==> config.mk <==
export PLATFORM = sky130hd
export DESIGN_NAME = escaped_uart_frame_receiver
export DESIGN_NICKNAME = d
export VERILOG_FILES = /design/src/hdl/eufr_pkg.sv /design/src/hdl/eufr_front.sv /design/src/hdl/eufr_queue.sv /design/src/hdl/eufr_back.sv /design/src/hdl/escaped_uart_frame_receiver.sv
export SDC_FILE = /design/constraint.sdc
export NUM_CORES = 1
export LEC_CHECK = 0
export BUFFER_PORTS_ARGS = -buffer_cell sky130_fd_sc_hd__buf_2
export CAP_MARGIN = 20
export CORE_MARGIN = 2
export CORE_UTILIZATION = 29
export CTS_CLUSTER_SIZE = 25
export DETAILED_ROUTE_END_ITERATION = 10
export PLACE_DENSITY = 0.51
export SKIP_LAST_GASP = 1
export SLEW_MARGIN = 20
export SYNTH_ARGS = -nofsm -noshare
export SYNTH_HDL_FRONTEND = slang
export SYNTH_SLANG_ARGS = --single-unit
==> constraint.sdc <==
create_clock -name clk -period 7.35 [get_ports clk]
set_input_delay 1.47 -clock clk [delete_from_list [all_inputs] [get_ports clk]]
set_output_delay 1.47 -clock clk [all_outputs]
set_load 0.005 [all_outputs]
==> src/hdl/eufr_pkg.sv <==
package eufr_pkg;

	// queue between front and back
	localparam int QUEUE_DEPTH = 4;
	localparam int QUEUE_AW    = $clog2(QUEUE_DEPTH);

	// largest payload the back end will ever take
	localparam logic [10:0] MAX_PAYLOAD = 11'd1024;

	// result kinds on the master side tuser
	typedef enum logic [1:0] {
		KIND_DATA     = 2'd0,
		KIND_ACCEPT   = 2'd1,
		KIND_MISMATCH = 2'd2,
		KIND_ABANDON  = 2'd3
	} kind_t;

	// one classified byte, front to back
	typedef struct packed {
		logic       is_start;
		logic       is_esc;
		logic [7:0] raw;
		logic [7:0] flipped;
	} tok_t;

endpackage

==> src/hdl/eufr_front.sv <==
module eufr_front import eufr_pkg::*; (
	input  logic       s_tvalid,
	output logic       s_tready,
	input  logic [7:0] s_tdata,
	input  logic [7:0] start_marker,
	input  logic [7:0] escape_marker,
	input  logic [7:0] flip_mask,
	input  logic       q_full,
	output logic       push,
	output tok_t       push_tok
);

	// take a beat whenever the queue has room
	assign s_tready = !q_full;
	assign push     = s_tvalid && !q_full;

	// marker compares and the escaped value, ready for the back end
	always_comb begin
		push_tok.is_start = (s_tdata == start_marker);
		push_tok.is_esc   = (s_tdata == escape_marker);
		push_tok.raw      = s_tdata;
		push_tok.flipped  = s_tdata ^ flip_mask;
	end

endmodule

==> src/hdl/eufr_queue.sv <==
module eufr_queue import eufr_pkg::*; (
	input  logic clk,
	input  logic arst_n,
	input  logic push,
	input  tok_t push_tok,
	input  logic pop,
	output logic full,
	output logic not_empty,
	output tok_t head_tok
);

	tok_t                slot_q [QUEUE_DEPTH];
	logic [QUEUE_AW-1:0] wr_ptr_q;
	logic [QUEUE_AW-1:0] rd_ptr_q;
	logic [QUEUE_AW:0]   count_q;

	assign full      = (count_q == (QUEUE_AW+1)'(QUEUE_DEPTH));
	assign not_empty = (count_q != '0);
	assign head_tok  = slot_q[rd_ptr_q];

	// storage, no reset needed
	always_ff @(posedge clk) begin
		if (push) begin
			slot_q[wr_ptr_q] <= push_tok;
		end
	end

	// pointers and fill count
	always_ff @(posedge clk or negedge arst_n) begin
		if (!arst_n) begin
			wr_ptr_q <= '0;
			rd_ptr_q <= '0;
			count_q  <= '0;
		end else begin
			if (push) begin
				wr_ptr_q <= wr_ptr_q + QUEUE_AW'(1);
			end
			if (pop) begin
				rd_ptr_q <= rd_ptr_q + QUEUE_AW'(1);
			end
			if (push && !pop) begin
				count_q <= count_q + (QUEUE_AW+1)'(1);
			end else if (pop && !push) begin
				count_q <= count_q - (QUEUE_AW+1)'(1);
			end
		end
	end

endmodule

==> src/hdl/eufr_back.sv <==
module eufr_back import eufr_pkg::*; (
	input  logic        clk,
	input  logic        arst_n,
	input  logic        tok_valid,
	input  tok_t        tok,
	output logic        pop,
	input  logic [10:0] payload_limit,
	output logic        m_tvalid,
	input  logic        m_tready,
	output logic [47:0] m_tdata,
	output logic [1:0]  m_tuser
);

	// crc-16-ccitt, one byte, msb first
	function automatic logic [15:0] crc_byte(input logic [15:0] crc, input logic [7:0] b);
		logic [15:0] c;
		c = crc ^ {b, 8'h00};
		for (int i = 0; i < 8; i++) begin
			c = c[15] ? ({c[14:0], 1'b0} ^ 16'h1021) : {c[14:0], 1'b0};
		end
		return c;
	endfunction

	// frame state
	logic        in_frame_q, in_frame_n;
	logic        esc_q, esc_n;
	logic [10:0] cnt_q, cnt_n;
	logic [15:0] op_q, op_n;
	logic [15:0] len_q, len_n;
	logic [15:0] crc_q, crc_n;
	logic [7:0]  lo_q, lo_n;

	// output register
	logic        m_valid_q;
	kind_t       kind_q;
	logic [15:0] out_op_q;
	logic [10:0] out_len_q;
	logic [7:0]  out_data_q;
	logic [9:0]  out_idx_q;

	logic        res_v;
	kind_t       res_kind;
	logic [7:0]  res_data;
	logic [9:0]  res_idx;
	logic        use_cur;
	logic [7:0]  b;
	logic [10:0] limit;
	logic [11:0] pay_end;
	logic [15:0] len_chk;

	// a token moves on once the output slot is free or draining
	assign pop = tok_valid && (!m_valid_q || m_tready);

	assign limit   = (payload_limit > MAX_PAYLOAD) ? MAX_PAYLOAD : payload_limit;
	assign pay_end = 12'd4 + {1'b0, len_q[10:0]};
	assign b       = esc_q ? tok.flipped : tok.raw;
	assign len_chk = {b, len_q[7:0]};

	// frame sequencer
	always_comb begin
		in_frame_n = in_frame_q;
		esc_n      = esc_q;
		cnt_n      = cnt_q;
		op_n       = op_q;
		len_n      = len_q;
		crc_n      = crc_q;
		lo_n       = lo_q;
		res_v      = 1'b0;
		res_kind   = KIND_DATA;
		res_data   = '0;
		res_idx    = '0;
		use_cur    = 1'b0;
		if (pop) begin
			if (esc_q && (tok.is_start || tok.is_esc)) begin
				// bad escape drops the frame, nothing opens
				res_v      = in_frame_q;
				res_kind   = KIND_ABANDON;
				in_frame_n = 1'b0;
				esc_n      = 1'b0;
				cnt_n      = '0;
			end else if (tok.is_start) begin
				// restart: report the old frame, open a fresh one
				res_v      = in_frame_q;
				res_kind   = KIND_ABANDON;
				use_cur    = 1'b1;
				in_frame_n = 1'b1;
				esc_n      = 1'b0;
				cnt_n      = '0;
				op_n       = '0;
				len_n      = '0;
				crc_n      = 16'hFFFF;
				lo_n       = '0;
			end else if (!in_frame_q) begin
				res_v = 1'b0;
			end else if (tok.is_esc) begin
				esc_n = 1'b1;
			end else begin
				esc_n = 1'b0;
				if (cnt_q < 11'd4) begin
					// header bytes, little-endian
					crc_n = crc_byte(crc_q, b);
					cnt_n = cnt_q + 11'd1;
					case (cnt_q[1:0])
						2'd0:    op_n  = {op_q[15:8], b};
						2'd1:    op_n  = {b, op_q[7:0]};
						2'd2:    len_n = {len_q[15:8], b};
						2'd3:    len_n = len_chk;
						default: op_n  = op_q;
					endcase
					if (cnt_q == 11'd3 && len_chk > {5'd0, limit}) begin
						in_frame_n = 1'b0;
						res_v      = 1'b1;
						res_kind   = KIND_ABANDON;
					end
				end else if ({1'b0, cnt_q} < pay_end) begin
					// payload beat
					crc_n    = crc_byte(crc_q, b);
					res_v    = 1'b1;
					res_kind = KIND_DATA;
					res_data = b;
					res_idx  = 10'(cnt_q - 11'd4);
					cnt_n    = cnt_q + 11'd1;
				end else if ({1'b0, cnt_q} == pay_end) begin
					lo_n  = b;
					cnt_n = cnt_q + 11'd1;
				end else begin
					// crc high byte closes the frame
					in_frame_n = 1'b0;
					res_v      = 1'b1;
					res_kind   = ({b, lo_q} == crc_q) ? KIND_ACCEPT : KIND_MISMATCH;
				end
			end
		end
	end

	// state registers
	always_ff @(posedge clk or negedge arst_n) begin
		if (!arst_n) begin
			in_frame_q <= 1'b0;
			esc_q      <= 1'b0;
			cnt_q      <= '0;
			op_q       <= '0;
			len_q      <= '0;
			crc_q      <= 16'hFFFF;
			lo_q       <= '0;
		end else begin
			in_frame_q <= in_frame_n;
			esc_q      <= esc_n;
			cnt_q      <= cnt_n;
			op_q       <= op_n;
			len_q      <= len_n;
			crc_q      <= crc_n;
			lo_q       <= lo_n;
		end
	end

	// output valid
	always_ff @(posedge clk or negedge arst_n) begin
		if (!arst_n) begin
			m_valid_q <= 1'b0;
		end else if (pop && res_v) begin
			m_valid_q <= 1'b1;
		end else if (m_tready) begin
			m_valid_q <= 1'b0;
		end
	end

	// output payload
	always_ff @(posedge clk) begin
		if (pop && res_v) begin
			kind_q     <= res_kind;
			out_op_q   <= use_cur ? op_q : op_n;
			out_len_q  <= use_cur ? len_q[10:0] : len_n[10:0];
			out_data_q <= res_data;
			out_idx_q  <= res_idx;
		end
	end

	assign m_tvalid = m_valid_q;
	assign m_tuser  = kind_q;
	assign m_tdata  = {3'd0, out_idx_q, out_data_q, out_len_q, out_op_q};

	// an escape is only ever pending inside a frame
	a_esc_in_frame: assert property (@(posedge clk) disable iff (!arst_n)
		esc_q |-> in_frame_q)
		else $error("escape pending outside a frame");

	// past the header the length has passed the limit check
	a_len_checked: assert property (@(posedge clk) disable iff (!arst_n)
		(in_frame_q && cnt_q > 11'd4) |-> (len_q <= {5'd0, MAX_PAYLOAD}))
		else $error("payload stage with oversize length");

	// the byte count never runs past payload plus header and crc
	a_cnt_bound: assert property (@(posedge clk) disable iff (!arst_n)
		cnt_q <= MAX_PAYLOAD + 11'd5)
		else $error("byte count out of range");

endmodule

==> src/hdl/escaped_uart_frame_receiver.sv <==
// channel   dir  signals                          contents
// s_axis    in   s_tvalid s_tready s_tdata[7:0]   rx_byte
// m_axis    out  m_tvalid m_tready m_tuser[1:0]   out_kind
//                m_tdata[47:0]                    opcode, length, data_byte, byte_index
// apb       in   psel penable pwrite paddr[3:0]   start, escape, flip, payload_limit
//
// one byte per cycle sustained while m_tready is high; a byte is classified
// in the cycle it is taken and its result, if any, leaves the queue and is
// registered into the output slot; a four-entry queue separates byte intake
// from the frame sequencer; a held result with m_tready low stalls the sequencer;
// intake stalls only once the queue is full
// arst_n clears frame state, queue and output valid; registers take their defaults
module escaped_uart_frame_receiver import eufr_pkg::*; (
	input  logic        clk,
	input  logic        arst_n,
	input  logic        s_tvalid,
	output logic        s_tready,
	input  logic [7:0]  s_tdata,   // [7:0] rx_byte
	output logic        m_tvalid,
	input  logic        m_tready,
	output logic [47:0] m_tdata,   // [15:0] frame_opcode, [26:16] frame_length,
	                               // [34:27] data_byte, [44:35] byte_index
	output logic [1:0]  m_tuser,   // [1:0] out_kind
	input  logic        psel,
	input  logic        penable,
	input  logic        pwrite,
	input  logic [3:0]  paddr,
	input  logic [31:0] pwdata,
	output logic [31:0] prdata,
	output logic        pready
);

	localparam logic [1:0] REG_START  = 2'd0;
	localparam logic [1:0] REG_ESCAPE = 2'd1;
	localparam logic [1:0] REG_FLIP   = 2'd2;
	localparam logic [1:0] REG_LIMIT  = 2'd3;

	logic [7:0]  start_q;
	logic [7:0]  escape_q;
	logic [7:0]  flip_q;
	logic [10:0] limit_q;
	logic        cfg_wr;

	logic q_full;
	logic q_not_empty;
	logic push;
	logic pop;
	tok_t push_tok;
	tok_t head_tok;

	assign pready = 1'b1;
	assign cfg_wr = psel && penable && pwrite && pready;

	// configuration registers
	always_ff @(posedge clk or negedge arst_n) begin
		if (!arst_n) begin
			start_q  <= 8'd126;
			escape_q <= 8'd92;
			flip_q   <= 8'd64;
			limit_q  <= 11'd256;
		end else if (cfg_wr) begin
			case (paddr[3:2])
				REG_START:  start_q  <= pwdata[7:0];
				REG_ESCAPE: escape_q <= pwdata[7:0];
				REG_FLIP:   flip_q   <= pwdata[7:0];
				REG_LIMIT:  limit_q  <= pwdata[10:0];
				default:    start_q  <= start_q;
			endcase
		end
	end

	// register read back
	always_comb begin
		case (paddr[3:2])
			REG_START:  prdata = {24'd0, start_q};
			REG_ESCAPE: prdata = {24'd0, escape_q};
			REG_FLIP:   prdata = {24'd0, flip_q};
			REG_LIMIT:  prdata = {21'd0, limit_q};
			default:    prdata = '0;
		endcase
	end

	eufr_front u_front (
		.s_tvalid      (s_tvalid),
		.s_tready      (s_tready),
		.s_tdata       (s_tdata),
		.start_marker  (start_q),
		.escape_marker (escape_q),
		.flip_mask     (flip_q),
		.q_full        (q_full),
		.push          (push),
		.push_tok      (push_tok)
	);

	eufr_queue u_queue (
		.clk       (clk),
		.arst_n    (arst_n),
		.push      (push),
		.push_tok  (push_tok),
		.pop       (pop),
		.full      (q_full),
		.not_empty (q_not_empty),
		.head_tok  (head_tok)
	);

	eufr_back u_back (
		.clk           (clk),
		.arst_n        (arst_n),
		.tok_valid     (q_not_empty),
		.tok           (head_tok),
		.pop           (pop),
		.payload_limit (limit_q),
		.m_tvalid      (m_tvalid),
		.m_tready      (m_tready),
		.m_tdata       (m_tdata),
		.m_tuser       (m_tuser)
	);

endmodule
==> results of run 1 <==
==> worst max-delay path: stages, from the launching register on <==
cell	delay (ns)
dfrtp_1	0.86
nand2b_1	0.31
o22ai_1	0.12
a221oi_1	0.74
buf_4	0.28
ha_1	0.24
nand3_1	0.10
o31ai_1	0.11
o221ai_1	0.37
a41oi_1	0.17
o31a_1	0.36
nor2_4	0.08
buf_4	0.47
==> cells in the mapped netlist (4+ instances only) <==
| cell | instances |
|---|---|
| nand2_1 | 97 |
| nand2b_1 | 8 |
| a21o_1 | 22 |
| o22ai_1 | 4 |
| and2_1 | 4 |
| mux2_2 | 40 |
| a21oi_1 | 30 |
| nor4_1 | 4 |
| edfxtp_1 | 119 |
| mux4_1 | 4 |
| nand4_1 | 9 |
| xor2_1 | 35 |
| o211ai_1 | 6 |
| nor2_1 | 80 |
| dfstp_2 | 28 |
| o21ai_0 | 49 |
| nand3_1 | 20 |
| ha_1 | 34 |
| and3_1 | 9 |
| mux2i_1 | 11 |
| clkbuf_1 | 28 |
| nor2b_1 | 9 |
| inv_1 | 21 |
| xnor2_1 | 40 |
| or3_1 | 4 |
| a211oi_1 | 5 |
| buf_4 | 25 |
| o2bb2ai_1 | 10 |
| nor3_1 | 17 |
| a31oi_1 | 7 |
| mux4_2 | 14 |
| a22oi_1 | 11 |
| dfrtp_1 | 79 |
==> cells by family (layout without fill, tap and decap cells) <==
| logic type | Yosys count | count (layout) | share of synthesized area [%] |
|---|---|---|---|
| and+or+nand+nor | 277 | 277 | 11.3 |
| DFF | 226 | 226 | 55.9 |
| AOI/OAI and AO/OA | 170 | 170 | 9.82 |
| buffers and inverters | 82 | 163 | 3.81 |
| xor gates and xnor gates | 75 | 75 | 5.84 |
| muxes | 72 | 72 | 9.32 |
| adders and majority gates | 35 | 35 | 3.96 |
| other | 2 | 25 | 0.0668 |
==> metrics by stage <==
stage	cells	utilization, %
after floorplan	962	-
after global placement	1517	31.6
after detailed placement	1517	31.6
after CTS	1561	33.6
after global routing	1561	33.6
final	1561	33.6
==> state kept, by name, summed over array words and instances, names as in the netlist, 10 cells and up <==
signal	cells
u_back.crc_q	16
u_back.op_q	16
u_back.out_len_q	11
u_back.out_idx_q	10
u_back.out_op_q	16
u_back.len_q	11
limit_q	11
u_back.cnt_q	11
u_queue.slot_q	72
==> cell type report <==
type	instances	area [µm²]
Sequential cell	226	6290
Fill cell	3858	25600
Inverter	21	78.8
Clock buffer	31	637
Tap cell	518	648
Clock inverter	13	110
Multi-Input combinational cell	654	4630
Timing Repair Buffer	98	520
==> where the power goes <==
| part | internal (mW) | leakage (nW) | switching (mW) |
|---|---|---|---|
| combinational | 0.929 | 2.44 | 1.57 |
| clock | 0.651 | 0.362 | 0.500 |
| sequential | 1.88 | 2.45 | 0.257 |
| total | 3.46 | 5.26 | 2.33 |
==> worst max path at each step <==
stage                                               start                              end  slack [ns]  cells after the start
after detailed placement  u_queue.rd_ptr_q[1]$_DFFE_PN0P_     u_back.out_op_q[1]$_DFFE_PP_        2.71                     12
after global routing      u_queue.rd_ptr_q[1]$_DFFE_PN0P_    u_back.out_len_q[6]$_DFFE_PP_        2.44                     13
after global placement    u_queue.rd_ptr_q[1]$_DFFE_PN0P_     u_back.out_op_q[2]$_DFFE_PP_        2.69                     12
after CTS                 u_queue.rd_ptr_q[1]$_DFFE_PN0P_    u_back.out_len_q[6]$_DFFE_PP_        2.68                     12
after floorplan           u_queue.rd_ptr_q[0]$_DFFE_PN0P_  u_back.m_tuser[0]$_SDFFCE_PN0P_        2.04                     15
final                     u_queue.rd_ptr_q[1]$_DFFE_PN0P_    u_back.out_len_q[6]$_DFFE_PP_        2.71                     12
==> layer usage <==
| layer | track usage [%] | vias to the layer above |
|---|---|---|
| met5 | 0 | - |
| met4 | 2.80 | 0 |
| met3 | 2.31 | 34 |
| met2 | 21.0 | 147 |
| met1 | 19.8 | 3730 |
| li1 | - | 3546 |
==> results.ini, run 1 <==
[outcome]
status = completed

[worst_setup_path]
path_class = register to register
startpoint_type = register
worstPathArrival_ns = 4.79
r2r_slack_ns = 2.71
path_max_fanout = 47
reg2reg_depth = 12
cp_data_required_time_ns = 7.50
endpoint_kind = register
reg2reg_to = u_back.out_len_q[6]$_DFFE_PP_
r2r_start = u_queue.rd_ptr_q[1]$_DFFE_PN0P_

[routing]
final_antenna_net_count = 0
wl_met1_um = 13600
routedWlPerCell_um = 17.6
drt-initial-drc-count = 460
dr.pass1.iters = 5
wirelength_um = 27500
top_layer = met4
vias_per_cell = 4.78
drc_errors = 0
wl_met3_um = 1100
wl_met2_um = 12300
num_vias = 7457

[worst_hold_path]
min-delay-start = u_back.op_q[6]$_DFF_PN0_
holdPathEnd = u_back.op_q[6]$_DFF_PN0_
hold_depth = 2
hp-class = register to register

[sta]
min_period_ns = 4.64
rsz0062_at_grt = false
finalHoldViolCount = 0
layout_setup_ws_ns = 2.71
finClkSkew_ns = 0.0214
setup_viol_count_final = 0
fmaxAchievable_mhz = 216
period_share_pct = 63.1
maxSlewViolCount = 0
fin_tns_setup_ns = 0
relSlewSlack_pct = 29.8
tightest_slew_ns = 1.05
fin_hold_ws_ns = 0.467

[final_layout]
final_common_cell = edfxtp_1
syn2layout_area_growth_pct = 14.8
final_cell_mix = edfxtp_1, nand2_1, buf_2
final_nets = 1111
diodes = 0
fin_area_um2 = 12900
drive_gt1_share_pct = 21.4

[floorplan]
die_area_um2 = 40400
core-area_um2 = 38500
rows = 72
initial_core_util_pct = 29.2
die_x_um = 201
io_pins = 136
die_h_um = 201

[pwr]
powerDensity_nw_per_um2 = 448
peakVddDrop_mv = 0.187
leakagePower_nw = 5.26
totalPowerFinal_mw = 5.79

[clock_tree]
cts.clk_slew.worst_paths_ns = 0.06
numCtsBuffers = 24
cts_max_level = 1
clockRootBuffer = clkbuf_16
cts_tree = done
cts_resized = 0
cts_sinks = 226
cts_buffer_depth = 3
post_cts_buffers = 0
clk-insertion-delay-late_ns = 0.53
hold_buffers = 0

[logic_synthesis]
yosysUniqueCellTypes = 66
synth_edf_count = 119
async_reset_ff_share_pct = 47.3
syn_inst = 939
synth-main-ff-cell = edfxtp_1
yosysSeqAreaShare_pct = 55.9
synth_top_area_share_pct = 31.8
synth_area_leader_cell = edfxtp_1
avgSynthCellArea_um2 = 12.0
yosys_warnings = 0
synth_seq_cells = 226
synthesis.area_um2 = 11300
synth.area.top_cells = edfxtp_1, dfrtp_1, dfstp_2

[global_routing]
grt_max_degree = 73
track_usage_pct = 13.5
antenna_found_initial = 0
grt_pass1_vias = 7362
grt_pass1_wl_um = 43100
grt_overflow = 0

[placement]
gp_congestion = 0.861
io_buffers = 87
hpwl_um = 19100
placed_area_um2 = 12200
dpl_worst_slack_ns = 2.71

[flow_run]
cap_violations = 0

Note: power is estimated with default switching activity, not from simulation.
==> run 2, diff against run 1 <==
Settings changed: ABC_AREA from default to 1, PLACE_DENSITY 0.51 to 0.5.
Clock period 7.35 ns to 4.3 ns, I/O delays scaled along.
==> run 2 against run 1 <==
  * Non-clock buffer count grew 10
  * Combinational power grew 75%
  * Core utilization grew 0.34 points
  * Area after synthesis grew 3.8%
  * Clock-buffer cell count grew 6
  * Register-to-register slack lost 1.9 ns
  * Highest routed layer unchanged
==> results.ini, run 2 <==
[outcome]
status = completed

[clock_tree]
hold_buffers = 0  ; unchanged
clockRootBuffer = clkbuf_16
cts_tree = done
cts.clk_slew.worst_paths_ns = 0.06  ; about the same
cts_buffer_depth = 3  ; unchanged
post_cts_buffers = 0  ; unchanged
cts_resized = 0  ; unchanged
clk-insertion-delay-late_ns = 0.53  ; about the same
numCtsBuffers = 25  ; +4.2%
cts_sinks = 226  ; unchanged
cts_max_level = 1  ; unchanged

[global_routing]
grt_pass1_vias = 8297  ; +13%
grt_max_degree = 59  ; -19%
grt_pass1_wl_um = 46900  ; +8.7%
antenna_found_initial = 1  ; +1
track_usage_pct = 14.4  ; +0.90 points
grt_overflow = 0  ; unchanged

[pwr]
leakagePower_nw = 5.99  ; +14%
peakVddDrop_mv = 0.270  ; +45%
powerDensity_nw_per_um2 = 740  ; +65%

[worst_setup_path]
endpoint_kind = register
path_class = register to register
worstPathArrival_ns = 3.72  ; -1.07 ns
cp_data_required_time_ns = 4.52  ; -2.98 ns
path_max_fanout = 40  ; -15%
startpoint_type = register
reg2reg_depth = 16  ; +4

[routing]
wirelength_um = 29900  ; +8.6%
vias_per_cell = 4.52  ; -5.3%
final_antenna_net_count = 0  ; unchanged
routedWlPerCell_um = 15.6  ; -12%
drt-initial-drc-count = 588  ; +28%
drc_errors = 0  ; unchanged
num_vias = 8682  ; +16%
dr.pass1.iters = 5  ; unchanged

[final_layout]
largest_reg_flops = 72  ; unchanged
syn2layout_area_growth_pct = 15.4
drive_gt1_share_pct = 15.9  ; -5.5 points
final_nets = 1461  ; +32%
final_common_cell = nand2_1
final_util_pct = 33.9  ; +0.34 points
final_cell_mix = nand2_1, inv_1, edfxtp_1
regMostFlops = u_queue.slot_q

[floorplan]
die_h_um = 205  ; +1.9%
initial_core_util_pct = 29.4  ; +0.15 points
die_area_um2 = 41900  ; +3.7%
rows = 73  ; +1.4%
core-area_um2 = 39700  ; +3.3%
die_x_um = 205  ; +1.9%
io_pins = 136  ; unchanged

[logic_synthesis]
synth.top_cells.by_count = nand2_1, inv_1, edfxtp_1
synth_top_area_share_pct = 30.6  ; -1.2 points
synth.most_common_cell = nand2_1
synth.area.top_cells = edfxtp_1, dfrtp_1, nand2_1
async_reset_ff_share_pct = 47.3  ; unchanged
synthesis.area_um2 = 11700  ; +3.8%
syn_inst = 1275  ; +36%
yosys_warnings = 0  ; unchanged
yosysUniqueCellTypes = 51  ; -23%
synth-main-ff-cell = edfxtp_1
yosysSeqAreaShare_pct = 53.8  ; -2.1 points
avgSynthCellArea_um2 = 9.16  ; -24%
synth_edf_count = 119  ; unchanged
synth_seq_cells = 226  ; unchanged
synth_area_leader_cell = edfxtp_1

[sta]
period_share_pct = 81.5  ; +18 points
maxSlewViolCount = 0  ; unchanged
fmaxAchievable_mhz = 285  ; +32%
rsz0062_at_grt = false
fin_tns_setup_ns = 0  ; unchanged
setup_viol_count_final = 0  ; unchanged
finalHoldViolCount = 0  ; unchanged
min_period_ns = 3.50  ; -1.14 ns
finClkSkew_ns = 0.0107  ; -0.0107 ns
tightest_slew_ns = 0.839  ; -0.210 ns
relSlewSlack_pct = 44.0  ; +14 points

[flow_run]
cap_violations = 0  ; unchanged

[placement]
io_buffers = 87  ; unchanged
gp_congestion = 0.839  ; -2.5%
hpwl_um = 21300  ; +12%

[worst_hold_path]
hp-class = input pin to async pin

run 2: stage by stage:
stage	std cells	power, mW	cell area, µm²	hold WS, ns	setup WS (ns)
2_1_floorplan	1298	6.46	11800	0.466	0.556
3_3_place_gp	1873	7.88	12700	0.483	0.852
3_5_place_dp	1873	7.93	12700	0.485	0.812
4_1_cts	1918	10.1	13500	0.419	0.811
5_1_grt	1919	10.7	13500	0.438	0.513
6_report	1919	9.97	13500	0.396	0.795
run 2: report_power, final:
| part | total, mW | switching [mW] | internal, mW | leakage (nW) |
|---|---|---|---|---|
| logic | 4.37 | 3.00 | 1.37 | 3.15 |
| registers | 3.47 | 0.315 | 3.16 | 2.45 |
| clock network | 2.12 | 0.867 | 1.26 | 0.396 |
| total | 9.97 | 4.18 | 5.78 | 5.99 |
run 2: worst paths after layout:
check / from / to / slack [ns]
setup / recovery: limit_q[7]$_DFFE_PN0P_ / u_back.out_op_q[12]$_DFFE_PP_ / 0.80
setup reg to reg: limit_q[7]$_DFFE_PN0P_ / u_back.out_op_q[12]$_DFFE_PP_ / 0.80
min in group clk: u_back.crc_q[14]$_DFFE_PN1P_ / u_back.crc_q[14]$_DFFE_PN1P_ / 0.49
max in group asynchronous: arst_n / flip_q[6]$_DFFE_PN1P_ / 2.96
hold reg to reg: u_back.crc_q[14]$_DFFE_PN1P_ / u_back.crc_q[14]$_DFFE_PN1P_ / 0.49
hold / removal: arst_n / u_back.op_q[5]$_DFF_PN0_ / 0.40
run 2: cell families after synthesis:
kind of cell,share of synthesized area [%]
compound gates,9.67
fa+ha+maj,3.81
xor+xnor,4.53
simple gates,19.6
buf+inv,8.52
other cells,0.0643
flops,53.8
run 2: routing by layer:
| layer | vias to the layer above | wire (µm) | global-route usage (%) |
|---|---|---|---|
| met2 | 159 | 13500 | 22.8 |
| met5 | - | 0 | 0 |
| met4 | 0 | 677 | 4.58 |
| met3 | 42 | 1170 | 1.86 |
| li1 | 4357 | - | - |
| met1 | 4124 | 14600 | 20.4 |
run 2: final cells by class:
class	instances	area [µm²]
sequential	226	6290
fill	4112	26300
inverter	167	627
multi-input combinational	847	4490
timing repair buffer	108	608
tap	525	657
clock inverter	8	88.8
clock buffer	37	711
antenna	1	2.50
run 2: critical path: stages, from the launching register on:
cell and delay (ns):
dfrtp_1 0.40, or4_1 0.52, nor3_1 0.14, a21oi_1 0.11
inv_1 0.20, nand2_1 0.09, ha_1 0.30, nand2_1 0.06
o21a_1 0.18, o21ai_0 0.15, nand3_1 0.08, nand2_1 0.08
nand2_1 0.07, nand2_2 0.09, nand3_1 0.12, nand2_2 0.28
buf_12 0.27
